[src/rtl/flrx_pkg.sv]
// shared constants, codes and types for the framed link receiver
package flrx_pkg;

  // frame store geometry
  localparam int FRAME_DEPTH  = 256;
  localparam int HEADER_BYTES = 8;
  localparam int IDX_W        = $clog2(FRAME_DEPTH);
  localparam int POS_W        = $clog2(FRAME_DEPTH + 1);
  localparam int RAM_DEPTH    = 2 * (2 ** IDX_W);
  localparam int MAX_LEN      = FRAME_DEPTH - HEADER_BYTES - 1;

  // fixed field widths
  localparam int MODE_W = 2;
  localparam int BYTE_W = 8;
  localparam int LEN_W  = 9;

  // configuration port
  localparam int                   CFG_ADDR_W       = 3;
  localparam int                   CFG_DATA_W       = 32;
  localparam logic                 REG_START_MARKER = 1'b0;
  localparam logic [BYTE_W-1:0]    START_RESET      = 8'hFC;

  // item mode codes
  localparam logic [MODE_W-1:0] MODE_BYTE = 2'd0;
  localparam logic [MODE_W-1:0] MODE_READ = 2'd1;
  localparam logic [MODE_W-1:0] MODE_ACK  = 2'd2;
  localparam logic [MODE_W-1:0] MODE_NOP  = 2'd3;

  // classified operation
  typedef enum logic [1:0] {
    OP_BYTE,
    OP_READ,
    OP_ACK,
    OP_NOP
  } op_t;

  // queue entry between front and back
  typedef struct packed {
    op_t               op;
    logic [BYTE_W-1:0] data;
    logic [BYTE_W-1:0] index;
    logic              is_start;
    logic              len_bad;
  } qitem_t;

endpackage

[src/rtl/flrx_if.sv]
// item and result channel interfaces

interface flrx_item_if;
  logic                            valid;
  logic                            ready;
  logic [flrx_pkg::MODE_W-1:0]     mode;
  logic [flrx_pkg::BYTE_W-1:0]     rx_byte;
  logic [flrx_pkg::BYTE_W-1:0]     read_index;

  modport source(output valid, mode, rx_byte, read_index, input ready);
  modport sink(input valid, mode, rx_byte, read_index, output ready);
endinterface


[src/rtl/flrx_front.sv]
// front end: accepts items, classifies them and queues them for the back end
module flrx_front (
  input  logic                        clk,
  input  logic                        rst,
  flrx_item_if.sink                   item,
  input  logic [flrx_pkg::BYTE_W-1:0] start_marker,
  output logic                        q_valid,
  output flrx_pkg::qitem_t            q_head,
  input  logic                        q_pop
);

  localparam logic [1:0] QDEPTH = 2'd2;

  flrx_pkg::qitem_t entry;
  flrx_pkg::qitem_t slot [2];
  logic [1:0]       count;
  logic             wr_ptr;
  logic             rd_ptr;
  logic             push;
  logic             pop;

  // decode mode and precompute byte checks
  always_comb begin
    entry.data     = item.rx_byte;
    entry.index    = item.read_index;
    entry.is_start = (item.rx_byte == start_marker);
    entry.len_bad  = (item.rx_byte == '0) ||
                     (flrx_pkg::LEN_W'(item.rx_byte) >
                      flrx_pkg::LEN_W'(flrx_pkg::MAX_LEN));
    unique case (item.mode)
      flrx_pkg::MODE_BYTE: entry.op = flrx_pkg::OP_BYTE;
      flrx_pkg::MODE_READ: entry.op = flrx_pkg::OP_READ;
      flrx_pkg::MODE_ACK:  entry.op = flrx_pkg::OP_ACK;
      flrx_pkg::MODE_NOP:  entry.op = flrx_pkg::OP_NOP;
      default:             entry.op = flrx_pkg::OP_NOP;
    endcase
  end

  // queue handshake
  assign item.ready = (count != QDEPTH);
  assign push       = item.valid && item.ready;
  assign q_valid    = (count != 2'd0);
  assign pop        = q_pop && q_valid;
  assign q_head     = slot[rd_ptr];

  // queue pointers and fill count
  always_ff @(posedge clk) begin
    if (rst) begin
      count  <= 2'd0;
      wr_ptr <= 1'b0;
      rd_ptr <= 1'b0;
    end else begin
      if (push) begin
        wr_ptr <= ~wr_ptr;
      end
      if (pop) begin
        rd_ptr <= ~rd_ptr;
      end
      count <= count + {1'b0, push} - {1'b0, pop};
    end
  end

  // queue storage
  always_ff @(posedge clk) begin
    if (push) begin
      slot[wr_ptr] <= entry;
    end
  end

endmodule

[src/flat_wrapper.sv]
// flat-port wrapper written by rule: the top's interface ports become plain ports
module flrx_front_flat 
  (clk, rst, start_marker, q_valid, q_head, q_pop, item_valid, item_mode, item_rx_byte, item_read_index, item_ready);
  flrx_item_if item_i ();
  input  logic clk;
  input  logic rst;
  input  logic [flrx_pkg::BYTE_W-1:0] start_marker;
  output logic q_valid;
  output flrx_pkg::qitem_t q_head;
  input  logic q_pop;
  input wire logic [$bits(item_i.valid)-1:0] item_valid;
  input wire logic [$bits(item_i.mode)-1:0] item_mode;
  input wire logic [$bits(item_i.rx_byte)-1:0] item_rx_byte;
  input wire logic [$bits(item_i.read_index)-1:0] item_read_index;
  output wire logic [$bits(item_i.ready)-1:0] item_ready;
  assign item_i.valid = item_valid;
  assign item_i.mode = item_mode;
  assign item_i.rx_byte = item_rx_byte;
  assign item_i.read_index = item_read_index;
  assign item_ready = item_i.ready;
  flrx_front u_core (.clk(clk), .rst(rst), .item(item_i), .start_marker(start_marker), .q_valid(q_valid), .q_head(q_head), .q_pop(q_pop));
endmodule
[config.mk]
export PLATFORM = sky130hd
export DESIGN_NAME = flrx_front_flat
export DESIGN_NICKNAME = d
export VERILOG_FILES = /design/src/rtl/flrx_pkg.sv /design/src/rtl/flrx_if.sv /design/src/rtl/flrx_front.sv /design/src/flat_wrapper.sv
export SDC_FILE = /design/constraint.sdc
export NUM_CORES = 1
export LEC_CHECK = 0
export BUFFER_PORTS_ARGS = -buffer_cell sky130_fd_sc_hd__buf_2
export CAP_MARGIN = 20
export CORE_MARGIN = 2
export CORE_UTILIZATION = 35
export DETAILED_ROUTE_END_ITERATION = 10
export GPL_TIMING_DRIVEN = 0
export HOLD_SLACK_MARGIN = 0.1
export PLACE_DENSITY = 0.56
export SLEW_MARGIN = 20
export SYNTH_ARGS = -nofsm -noshare
export SYNTH_HDL_FRONTEND = slang
export SYNTH_SLANG_ARGS = --single-unit
[constraint.sdc]
create_clock -name clk -period 1.6 [get_ports clk]
set_input_delay 0.08 -clock clk [delete_from_list [all_inputs] [get_ports clk]]
set_output_delay 0.08 -clock clk [all_outputs]
set_load 0.01 [all_outputs]
==> summary.txt <==
Critical Path Source Type - flip-flop
critical path class - reg2reg
initial antenna violation count - 0
Lkg Pwr - 0.9104 nW
Post-DP HPWL - 2279 um
Max Fclk - 650.6 MHz
Die Width - 75.87 um
Core Footprint - 5042 um^2
grt ovf - 0
Worst-Margin Slew - 508.5 ps
cell mode on critical path - ha_1
worst-path cell chain - o21a_2 > ha_1 > inv_1 > ha_1 > xor2_1 > and2_1 > nor3_2
post-synthesis adder-cell area fraction - 0.01384
Vias/cell - 4.506
Synth area leaders - edfxtp_1 (66%), mux2_2 (12%), dfxtp_1 (5.5%)
fin nets - 215
mux contribution to synthesized area - 0.1246
unrepaired setup endpoints after global routing - yes
P&R area growth vs syn - 34.12%
Num Clock Sinks - 45
GRT Total Usage - 0.1255
worst relative slew slack - 0.6610
FILL cells - 468
Initial Util - 0.3586
number of diodes - 0
Reg clk slew, reported paths - 70 ps
Synth area leader - edfxtp_1
Cell variety after synth - 26
post-route ant nets - 0
max incr delay on CP - 340 ps
Post-Syn Nets - 139
Setup violations, final - 0
Vias - 1,140
Synth top area share - 0.6644
vias in the first global route - 1,197
CP max-delay cell - dfxtp_2
routed len/inst - 13.85 um
post-synthesis xor/xnor area fraction - 0.04844
Place WS - -94.41 ps
Num CTS Buffers - 5
Post-Synth Simple-Gate Area - 0.05952
drt total wl - 3505 um
total number of yosys warnings - 0
CP arrival - 1720 ps
largest family of logic cells by synthesized area - multiplexers
IO Count - 52
Final Cell Area - 2425 um^2
pin count of the biggest net entering global routing - 21
Bufs and invs on worst path - 1
commonest cells after routing, fill and taps aside - buf_2 (51), edfxtp_1 (40), mux2_2 (20)
Clock Tree Root - clkbuf_8
Std-Cell Rows - 26
Critical Path RT - 1780 ps
Worst Clk Skew - 1.755 ps
Hold Violations, Final - 0
HP Class - in2reg
VDD IR max - 0.0005659 V
DP Area - 2141 um^2
Residual DRC - 0
CP Max Fanout - 5
# H-tree levels - 2
setup ws final - 62.93 ps
layout cell share with drive strength beyond 1 - 0.4699
IO buf count - 49
Worst Setup End Kind - flip-flop
total power - 0.003127 W
sequential share of the synthesized area - 0.7197
# Post-CTS Setup Buffers - 0
family with the most delay on the worst path - adder cells
synthesized area - 1808 um^2
CTS Buffer Depth - 2
Max Slew Vio Count - 0
Iteration-0 DRC Markers - 22
P per Cell Area - 1290 nW/um^2
Synth Register Bits - 45
Compound-Gate Fraction of Synth Area - 0.01799
first-pass GRT wire length - 5112 um
hold slack - 120.5 ps
chip height - 75.87 um
Post-Synthesis Cells - 107
Mean Syn Cell Area - 16.90 um^2
routability congestion estimate - 0.7192
worst skew pair latency - 280 ps
maxcap violations - 0
post-route minimum period - 1537 ps
status - finished, final reports clean
most common cell after layout, fill and taps aside - buf_2
Die Footprint - 5756 um^2
Final Cycle Share - 0.9607
total iterations of the first detailed-routing run - 4
CTS tree - yes
==> final cells by class <==
class / instances / area (um^2) / share of cell area
multi-input combinational: 55 / 483.0 / 0.1992
inverter: 3 / 15.01 / 0.006192
clock buffer: 6 / 72.57 / 0.02993
sequential: 45 / 1303 / 0.5372
tap: 70 / 87.58 / 0.03612
clock inverter: 1 / 3.754 / 0.001548
timing repair buffer: 68 / 435.4 / 0.1796
buffer: 4 / 17.52 / 0.007224
timing repair inverter: 1 / 7.507 / 0.003096
==> repair_timing <==
item,in CTS,in global routing
gates cloned,0,1
hold endpoints to repair,41,0
hold buffers,19,0
resized for setup,1,3
setup endpoints to repair,20,21
==> registers in the layout, indices dropped and copies added (netlist names), named ones only <==
name           count
u_core.count       2
u_core.rd_ptr      1
u_core.wr_ptr      1
u_core.slot       40
==> layer usage <==
metal  part of all wire  track usage  vias up  wire length, um
met2               0.51       0.2337       37             1803
met4              0.018      0.04678        0               62
met1               0.42       0.1286      553             1463
met3              0.050      0.04233        5              176
met5                  0            0        -                0
li1                   -            -      545                -
==> logic make-up (layout without fill, tap and decap cells) <==
group	Yosys count	after routing
mux	20	20
fa+ha+maj	2	2
flops	45	45
simple gates	19	19
compound gates	4	4
buf+inv	7	83
xor+xnor	10	10
==> worst register-to-register path: cells and delay by family, from the launching register on <==
| family | cells | cell delay (ps) |
|---|---|---|
| AO/OA/AOI/OAI | 1 | 230 |
| flip-flops | 1 | 340 |
| XOR/XNOR | 1 | 180 |
| AND/OR/NAND/NOR | 2 | 200 |
| adder cells (fa/ha/maj) | 2 | 430 |
| buffers and inverters | 1 | 50 |
==> metrics by stage <==
stage / utilization / std cells / TNS [ps]
after floorplan: - / 107 / 0
after global placement: 0.4246 / 226 / -715.2
after detailed placement: 0.4246 / 226 / -1867
after CTS: 0.4782 / 252 / 0
after global routing: 0.4809 / 253 / -146.7
final: 0.4809 / 253 / 0
==> power by group <==
part / switching [W] / internal, W / total (W) / leakage, nW
sequential: 0.0000540 / 0.00148 / 0.00153 / 0.416
clock: 0.000335 / 0.000294 / 0.000630 / 0.0387
combinational: 0.000487 / 0.000475 / 0.000963 / 0.456
==> worst paths after layout <==
path / from / end / slack [ps] / cells after the start
min: item_valid / u_core.wr_ptr / 120 / 3
min reg2reg: u_core.rd_ptr / flip-flop / 520 / 2
max reg2reg: u_core.count[1] / u_core.count[1] / 60 / 7
max: u_core.count[1] / u_core.count[1] / 60 / 7
==> synthesized netlist by cell type <==
cell / n
clkbuf_1: 2
o21a_2: 1
xor2_1: 1
mux2_2: 20
buf_2: 2
or2_2: 1
a21oi_2: 1
edfxtp_1: 40
nand3b_1: 1
nand2_1: 2
ha_1: 2
a21bo_1: 1
inv_1: 3
nor2_1: 4
nand2b_2: 1
and2_2: 1
dfxtp_1: 5
and3_2: 1
xnor2_1: 9
o21ai_0: 1
nand3_1: 1
nor3_1: 1
nor4_1: 2
nand4_1: 2
nor2b_1: 1
and2_1: 1
Power figures use the tool's default switching activity.
