===== src/rtl/flrx_pkg.sv =====
// shared constants, codes and types for the framed link receiver
package flrx_pkg;

  // frame store geometry
  localparam int FRAME_DEPTH  = 256;
  localparam int HEADER_BYTES = 8;
  localparam int IDX_W        = $clog2(FRAME_DEPTH);
  localparam int POS_W        = $clog2(FRAME_DEPTH + 1);
  localparam int RAM_DEPTH    = 2 * (2 ** IDX_W);
  localparam int MAX_LEN      = FRAME_DEPTH - HEADER_BYTES - 1;

  // fixed field widths
  localparam int MODE_W = 2;
  localparam int BYTE_W = 8;
  localparam int LEN_W  = 9;

  // configuration port
  localparam int                   CFG_ADDR_W       = 3;
  localparam int                   CFG_DATA_W       = 32;
  localparam logic                 REG_START_MARKER = 1'b0;
  localparam logic [BYTE_W-1:0]    START_RESET      = 8'hFC;

  // item mode codes
  localparam logic [MODE_W-1:0] MODE_BYTE = 2'd0;
  localparam logic [MODE_W-1:0] MODE_READ = 2'd1;
  localparam logic [MODE_W-1:0] MODE_ACK  = 2'd2;
  localparam logic [MODE_W-1:0] MODE_NOP  = 2'd3;

  // classified operation
  typedef enum logic [1:0] {
    OP_BYTE,
    OP_READ,
    OP_ACK,
    OP_NOP
  } op_t;

  // queue entry between front and back
  typedef struct packed {
    op_t               op;
    logic [BYTE_W-1:0] data;
    logic [BYTE_W-1:0] index;
    logic              is_start;
    logic              len_bad;
  } qitem_t;

endpackage


===== src/rtl/flrx_if.sv =====


interface flrx_result_if;
  logic                            valid;
  logic                            ready;
  logic                            frame_ready;
  logic [flrx_pkg::LEN_W-1:0]      frame_length;
  logic [flrx_pkg::BYTE_W-1:0]     read_data;
  logic                            frame_done;
  logic                            checksum_error;
  logic                            length_error;

  modport source(output valid, frame_ready, frame_length, read_data, frame_done,
                 checksum_error, length_error, input ready);
  modport sink(input valid, frame_ready, frame_length, read_data, frame_done,
               checksum_error, length_error, output ready);
endinterface


===== src/rtl/flrx_ram.sv =====
// generic single write port ram with registered read
module flrx_ram #(
  parameter int WIDTH = 8,
  parameter int DEPTH = 512
) (
  input  logic                     clk,
  input  logic                     we,
  input  logic [$clog2(DEPTH)-1:0] waddr,
  input  logic [WIDTH-1:0]         wdata,
  input  logic                     re,
  input  logic [$clog2(DEPTH)-1:0] raddr,
  output logic [WIDTH-1:0]         rdata
);

  logic [WIDTH-1:0] mem [DEPTH];

  // write port and registered read port, read data holds without re
  always_ff @(posedge clk) begin
    if (we) begin
      mem[waddr] <= wdata;
    end
    if (re) begin
      rdata <= mem[raddr];
    end
  end

endmodule


===== src/rtl/flrx_back.sv =====
// back end: frame receive state, double buffer and result register
module flrx_back (
  input  logic             clk,
  input  logic             rst,
  input  logic             q_valid,
  input  flrx_pkg::qitem_t q_head,
  output logic             q_pop,
  flrx_result_if.source    result
);

  typedef enum logic [2:0] {
    HUNT,
    GET_LENGTH,
    GET_HEADER,
    GET_PAYLOAD,
    GET_CHECK
  } phase_t;

  localparam logic [2:0] HDR_LAST = 3'(flrx_pkg::HEADER_BYTES - 3);
  localparam int         RAM_AW   = $clog2(flrx_pkg::RAM_DEPTH);

  // receive state
  phase_t                        rx_phase, rx_phase_next;
  logic [2:0]                    hdr_count, hdr_count_next;
  logic [flrx_pkg::BYTE_W-1:0]   running_xor, running_xor_next;
  logic [flrx_pkg::BYTE_W-1:0]   payload_length, payload_length_next;
  logic                          ready_flag, ready_flag_next;
  logic                          front_select, front_select_next;
  logic [flrx_pkg::POS_W-1:0]    len0, len0_next;
  logic [flrx_pkg::POS_W-1:0]    len1, len1_next;

  // result register
  logic                          r_valid;
  logic                          r_ready;
  logic [flrx_pkg::LEN_W-1:0]    r_length;
  logic                          r_is_read;
  logic                          r_done;
  logic                          r_cerr;
  logic                          r_lerr;

  // step results
  logic                          fire;
  logic                          done, cerr, lerr, is_read;
  logic [flrx_pkg::POS_W-1:0]    pos, pos_stored, len_front;
  logic                          back;
  logic                          can_store;
  logic                          we, re;
  logic [RAM_AW-1:0]             waddr, raddr;
  logic [flrx_pkg::BYTE_W-1:0]   ram_rdata;

  assign fire  = q_valid && (!r_valid || result.ready);
  assign q_pop = fire;

  // back half write position
  assign back       = ~front_select;
  assign pos        = back ? len1 : len0;
  assign len_front  = front_select ? len1 : len0;
  assign can_store  = (pos < flrx_pkg::POS_W'(flrx_pkg::FRAME_DEPTH));
  assign pos_stored = can_store ? pos + 1'b1 : pos;

  // next state for one step
  always_comb begin
    rx_phase_next       = rx_phase;
    hdr_count_next      = hdr_count;
    running_xor_next    = running_xor;
    payload_length_next = payload_length;
    ready_flag_next     = ready_flag;
    front_select_next   = front_select;
    len0_next           = len0;
    len1_next           = len1;
    done                = 1'b0;
    cerr                = 1'b0;
    lerr                = 1'b0;
    is_read             = 1'b0;
    we                  = 1'b0;
    re                  = 1'b0;
    waddr               = {back, pos[flrx_pkg::IDX_W-1:0]};
    raddr               = {front_select, q_head.index[flrx_pkg::IDX_W-1:0]};
    if (fire) begin
      unique case (q_head.op)
        flrx_pkg::OP_BYTE: begin
          unique case (rx_phase)
            HUNT: begin
              if (q_head.is_start) begin
                we               = 1'b1;
                waddr            = {back, {flrx_pkg::IDX_W{1'b0}}};
                running_xor_next = q_head.data;
                rx_phase_next    = GET_LENGTH;
                if (back) begin
                  len1_next = flrx_pkg::POS_W'(1);
                end else begin
                  len0_next = flrx_pkg::POS_W'(1);
                end
              end
            end
            GET_LENGTH: begin
              if (q_head.len_bad) begin
                lerr          = 1'b1;
                rx_phase_next = HUNT;
              end else begin
                we                  = can_store;
                running_xor_next    = running_xor ^ q_head.data;
                payload_length_next = q_head.data;
                hdr_count_next      = 3'd0;
                rx_phase_next       = GET_HEADER;
              end
            end
            GET_HEADER: begin
              we               = can_store;
              running_xor_next = running_xor ^ q_head.data;
              if (hdr_count == HDR_LAST) begin
                rx_phase_next = GET_PAYLOAD;
              end else begin
                hdr_count_next = hdr_count + 1'b1;
              end
            end
            GET_PAYLOAD: begin
              we               = can_store;
              running_xor_next = running_xor ^ q_head.data;
              if (pos_stored >= flrx_pkg::POS_W'(payload_length) +
                                flrx_pkg::POS_W'(flrx_pkg::HEADER_BYTES)) begin
                rx_phase_next = GET_CHECK;
              end
            end
            GET_CHECK: begin
              we            = can_store;
              rx_phase_next = HUNT;
              if (running_xor == q_head.data) begin
                front_select_next = ~front_select;
                ready_flag_next   = 1'b1;
                done              = 1'b1;
              end else begin
                cerr = 1'b1;
              end
            end
            default: rx_phase_next = HUNT;
          endcase
          // byte count follows every stored byte after the start byte
          if (rx_phase != HUNT && !(rx_phase == GET_LENGTH && q_head.len_bad)) begin
            if (back) begin
              len1_next = pos_stored;
            end else begin
              len0_next = pos_stored;
            end
          end
        end
        flrx_pkg::OP_READ: begin
          re      = (flrx_pkg::LEN_W'(q_head.index) < flrx_pkg::LEN_W'(len_front)) &&
                    (flrx_pkg::LEN_W'(q_head.index) <
                     flrx_pkg::LEN_W'(flrx_pkg::FRAME_DEPTH));
          is_read = re;
        end
        flrx_pkg::OP_ACK: ready_flag_next = 1'b0;
        flrx_pkg::OP_NOP: ;
        default: ;
      endcase
    end
  end

  // state and result register
  always_ff @(posedge clk) begin
    if (rst) begin
      rx_phase       <= HUNT;
      hdr_count      <= 3'd0;
      running_xor    <= '0;
      payload_length <= '0;
      ready_flag     <= 1'b0;
      front_select   <= 1'b0;
      len0           <= '0;
      len1           <= '0;
      r_valid        <= 1'b0;
    end else begin
      rx_phase       <= rx_phase_next;
      hdr_count      <= hdr_count_next;
      running_xor    <= running_xor_next;
      payload_length <= payload_length_next;
      ready_flag     <= ready_flag_next;
      front_select   <= front_select_next;
      len0           <= len0_next;
      len1           <= len1_next;
      if (fire) begin
        r_valid   <= 1'b1;
        r_ready   <= ready_flag_next;
        r_length  <= flrx_pkg::LEN_W'(front_select_next ? len1_next : len0_next);
        r_is_read <= is_read;
        r_done    <= done;
        r_cerr    <= cerr;
        r_lerr    <= lerr;
      end else if (result.ready) begin
        r_valid <= 1'b0;
      end
    end
  end

  // double buffered frame store
  flrx_ram #(
    .WIDTH(flrx_pkg::BYTE_W),
    .DEPTH(flrx_pkg::RAM_DEPTH)
  ) u_store (
    .clk  (clk),
    .we   (we),
    .waddr(waddr),
    .wdata(q_head.data),
    .re   (re),
    .raddr(raddr),
    .rdata(ram_rdata)
  );

  // result channel
  assign result.valid          = r_valid;
  assign result.frame_ready    = r_ready;
  assign result.frame_length   = r_length;
  assign result.read_data      = r_is_read ? ram_rdata : '0;
  assign result.frame_done     = r_done;
  assign result.checksum_error = r_cerr;
  assign result.length_error   = r_lerr;

endmodule


===== src/flat_wrapper.sv =====
// flat-port wrapper written by rule: the top's interface ports become plain ports
module flrx_back_flat 
  (clk, rst, q_valid, q_head, q_pop, result_valid, result_frame_ready, result_frame_length, result_read_data, result_frame_done, result_checksum_error, result_length_error, result_ready);
  flrx_result_if result_i ();
  input  logic clk;
  input  logic rst;
  input  logic q_valid;
  input  flrx_pkg::qitem_t q_head;
  output logic q_pop;
  output wire logic [$bits(result_i.valid)-1:0] result_valid;
  output wire logic [$bits(result_i.frame_ready)-1:0] result_frame_ready;
  output wire logic [$bits(result_i.frame_length)-1:0] result_frame_length;
  output wire logic [$bits(result_i.read_data)-1:0] result_read_data;
  output wire logic [$bits(result_i.frame_done)-1:0] result_frame_done;
  output wire logic [$bits(result_i.checksum_error)-1:0] result_checksum_error;
  output wire logic [$bits(result_i.length_error)-1:0] result_length_error;
  input wire logic [$bits(result_i.ready)-1:0] result_ready;
  assign result_valid = result_i.valid;
  assign result_frame_ready = result_i.frame_ready;
  assign result_frame_length = result_i.frame_length;
  assign result_read_data = result_i.read_data;
  assign result_frame_done = result_i.frame_done;
  assign result_checksum_error = result_i.checksum_error;
  assign result_length_error = result_i.length_error;
  assign result_i.ready = result_ready;
  flrx_back u_core (.clk(clk), .rst(rst), .q_valid(q_valid), .q_head(q_head), .q_pop(q_pop), .result(result_i));
endmodule

===== config.mk =====
export PLATFORM = sky130hd
export DESIGN_NAME = flrx_back_flat
export DESIGN_NICKNAME = d
export VERILOG_FILES = /design/src/rtl/flrx_pkg.sv /design/src/rtl/flrx_if.sv /design/src/rtl/flrx_ram.sv /design/src/rtl/flrx_back.sv /design/src/flat_wrapper.sv
export SDC_FILE = /design/constraint.sdc
export NUM_CORES = 2
export LEC_CHECK = 0
export BUFFER_PORTS_ARGS = -buffer_cell sky130_fd_sc_hd__buf_2
export CAP_MARGIN = 20
export CORE_MARGIN = 2
export CORE_UTILIZATION = 65
export DETAILED_ROUTE_END_ITERATION = 16
export HOLD_SLACK_MARGIN = 0.02
export PLACE_DENSITY = 0.81
export SYNTH_ARGS = -nofsm -noshare
export SYNTH_HDL_FRONTEND = slang
export SYNTH_SLANG_ARGS = --single-unit

===== constraint.sdc =====
create_clock -name clk -period 6.2 [get_ports clk]
set_input_delay 0.31 -clock clk [delete_from_list [all_inputs] [get_ports clk]]
set_output_delay 0.31 -clock clk [all_outputs]
set_load 0.005 [all_outputs]

==> key figures <==
Outcome
  – Status: finished with violations
  – Failing checks: slew limit

Place
  – Dpl cells: 10790
  – Gpl congestion: 0.8752
  – Post-DP HPWL: 225.7 mm
  – Post-DP Area: 0.1658 mm2
  – Input/output buffers: 46

GRT
  – Overflow after GRT: 0
  – GRT Total Usage: 35.13%
  – Vias in the first global route: 86250
  – First-pass GRT wire length: 630.6 mm
  – Pin count of the biggest net entering global routing: 189
  – Initial antenna violation count: 23

Clock network
  – Clock Pin Slew Worst Setup and Hold Paths: 0.06 ns
  – TritonCTS Buffers: 395
  – H-Tree Level Count: 5
  – Clk_lat worst skew: 1.03 ns
  – CTS tree: done
  – Root Driver: clkbuf_16
  – TritonCTS Sinks: 4161
  – CTS Buffer Depth: 4
  – # resized after CTS: 0

Setup path
  – R2r endpoint: u_core.u_store.mem[80][6]
  – CP Launch Type: register
  – Critical Path Stages: 6
  – CP top delay family: simple AND/OR/NAND/NOR gates
  – WP buf/inv: 0
  – Max incr delay on CP: 1.13 ns
  – CP endpoint kind: register
  – Slowest CP cell: and3_1
  – CP Data Required Time: 6.85 ns
  – CP arrival: 5.99 ns
  – R2R cell count: 6
  – Crit path to: u_core.u_store.mem[80][6]
  – Crit-path cells: nor2_1, nand2_1, or3_1, and3_1, nand3_1, nor2_1
  – CP max FO: 16
  – RR Startpoint: u_core.rx_phase[0]
  – CP Class: reg -> reg
  – CP startpoint: u_core.rx_phase[0]
  – CP dominant cell by count: nor2_1
  – Reg2Reg Setup Slack: 0.86 ns

Cells and area
  – Fill cells: 12820
  – Multi-input gate area: 0.03513 mm2
  – Post-Layout Cell Count: 11530
  – Area growth syn-to-layout: 10.25%
  – Share of layout cells above drive strength 1: 22.34%
  – Layout Nets: 7925
  – Core Util, Final: 71.94%
  – Register area: 0.1245 mm2
  – Finished layout cell area: 0.1785 mm2

Synth
  – FF+latch count, synth: 4161
  – Ys flop type: edfxtp_1
  – Most common library cells after synthesis: 4118 x edfxtp_1, 1025 x mux4_2, 798 x nor2_1, 291 x mux2i_1
  – YS warnings: 0
  – Sequential cell area fraction in the yosys report: 76.89%
  – Synthesized Nets: 7796
  – Number of flops mapped to enable cells by yosys: 4118
  – Cell taking the most area after synthesis: edfxtp_1
  – Synth cell types: 54
  – Async set or reset register ratio after synthesis: 0%
  – Top cells by area, synth: edfxtp_1 76%, mux4_2 14%, nor2_1 1.8%
  – Mapped cell area: 0.1620 mm2
  – Post-synthesis instance total: 7752
  – Most frequent cell after synthesis: edfxtp_1
  – Top cell type's share of synthesized area: 76.35%
  – Syn Area/Cell: 20.89 um2

Power
  – Sw frac: 22.05%
  – Internal Power: 45.26 mW
  – Combinational share of power: 4.6%
  – Part of the power in registers: 53.2%
  – Pleak: 55.36 nW
  – Clock share of power: 42.2%
  – Power Dens Cells: 325.2 mW/mm2
  – Max VDD drop: 0.0004124 V
  – P_sw: 12.81 mW

Floorplan
  – Rows: 183
  – Starting Density: 65.25%
  – Placeable Area: 0.2482 mm2
  – Chip Width: 503.2 um
  – DIE AREA: 0.2532 mm2
  – Num ports: 47
  – DIE HEIGHT: 503.2 um

Timing
  – Endpoints failing hold: 0
  – Headroom to the max-slew limit: -6.583%
  – F_max: 0.1872 GHz
  – Worst Skew: 0.07805 ns
  – Crit share post-route: 86.16%
  – Setup violations, final: 0
  – Max-slew violation count: 154
  – Min cycle time layout: 5.342 ns
  – RSZ-0062 raised after global routing: no
  – TNS Setup: 0 ns
  – Actual slew at the worst max-slew pin: 1.599 ns

Drt
  – Initial DRC count: 16630
  – First-pass DRT Iterations: 8
  – Post-route ant nets: 0
  – Drc violations: 0
  – WL/cell: 39.97 um
  – Number of vias per cell: 7.627
  – WL final: 460.8 mm
  – Via count: 87940

Job
  – Max-Cap Viols: 0

Hold path
  – HP Class: in -> reg
-- worst min path at each step --
stage,from,to,slack [ns],depth (start not counted)
floorplan,q_head[10],u_core.u_store.mem[0][0],0.41,0
global placement,u_core.payload_length[1],u_core.payload_length[1],0.48,2
detailed placement,u_core.running_xor[2],u_core.running_xor[2],0.49,2
CTS,result_ready,u_core.hdr_count[1],0.16,6
global route,result_ready,u_core.result.frame_length[7],0.15,4
finish,result_ready,u_core.result.frame_length[7],0.11,4
-- area by class of cell --
| cell class | count | area share (%) |
|---|---|---|
| Sequential cell | 4161 | 69.74 |
| Clock inverter | 232 | 1.242 |
| Multi-Input combinational cell | 3099 | 19.68 |
| Clock buffer | 470 | 5.753 |
| Tap cell | 3330 | 2.334 |
| Inverter | 16 | 0.03434 |
| Antenna cell | 14 | 0.01962 |
| Timing Repair Buffer | 208 | 1.202 |
-- metal layers --
metal / vias to the layer above / GRT usage, % / share of wire (%)
li1: 32170 / - / -
met3: 1865 / 9.661 / 14
met4: 32 / 16.48 / 6.6
met5: - / 0.3997 / 0.072
met1: 44330 / 47.57 / 32
met2: 9541 / 54.07 / 47
-- state kept, by name, summed over array words and instances (netlist names) --
register                      flops
u_core.ready_flag                 1
u_core.u_store.rdata              8
u_core.result.frame_done          1
u_core.result.length_error        1
u_core.rx_phase                   3
u_core.running_xor                8
u_core.result.frame_length        9
u_core.hdr_count                  3
u_core.len1                       9
u_core.r_is_read                  1
u_core.payload_length             8
u_core.front_select               1
u_core.result.frame_ready         1
u_core.u_store.mem             4096
u_core.result.checksum_error      1
u_core.result.valid               1
u_core.len0                       9
-- worst min-delay path, cell delays in order --
cell	delay, ns
buf_2	0.08
nand2b_1	0.15
nand2_1	0.19
nor2_1	0.20
-- cell families (layout without fill, tap and decap cells) --
kind of cell	Yosys count	after routing	share of synthesized area (%)
XOR/XNOR	22	22	0.1190
AO/OA/AOI/OAI	541	541	2.095
flip-flops	4161	4161	76.89
buffers and inverters	492	926	1.526
adder cells (fa/ha/maj)	20	20	0.1545
AND/OR/NAND/NOR	1170	1170	2.959
other	0	14	0
multiplexers	1346	1346	16.26
-- per-stage QoR --
step / total power [mW] / setup slack, ns / hold slack [ns]
3_3_place_gp: 33.93 / 1.536 / 0.4780
3_5_place_dp: 34.00 / 1.404 / 0.4944
2_1_floorplan: 32.90 / 2.543 / 0.4089
5_1_grt: 58.87 / 0.9611 / 0.1533
6_report: 58.07 / 0.8581 / 0.1096
4_1_cts: 57.62 / 1.347 / 0.1607
-- cells in the final DEF, fill, tap and decap left out, types with 15 or more instances in the layout --
master         instances
o211ai_1              25
bufinv_16             40
buf_2                 34
ha_1                  20
clkbuf_16            400
clkinv_2              67
dfxtp_1               42
xnor2_1               16
mux2i_1              291
nand2_1              148
clkinv_1              85
o22ai_1              108
buf_12                43
nor3_1                23
clkbuf_1              70
a21oi_1               94
nor2_1               795
nand4_1               20
o221ai_1              24
nand3_1              104
clkinvlp_4            18
buf_4                102
o21ai_0              141
edfxtp_1            4118
mux2_2                30
a22oi_1               24
mux4_2              1025
inv_1                 15
dlygate4sd3_1         17
a211oi_1              94
-- repair_timing --
action                                 in CTS  in global routing
buffers inserted                            0                  0
hold buffers                               17                  0
endpoints found under the hold margin     595                  0
-- power groups by stage --
stage	Combinational (mW)	Sequential (mW)	Clock, mW
final	2.68	30.9	24.5
after global routing	2.74	30.9	25.2
after CTS	2.58	30.9	24.1
after detailed placement	2.48	31.5	0
after global placement	2.41	31.5	0
after floorplan	1.39	31.5	0
No activity file was read; power rests on OpenSTA's default activity.
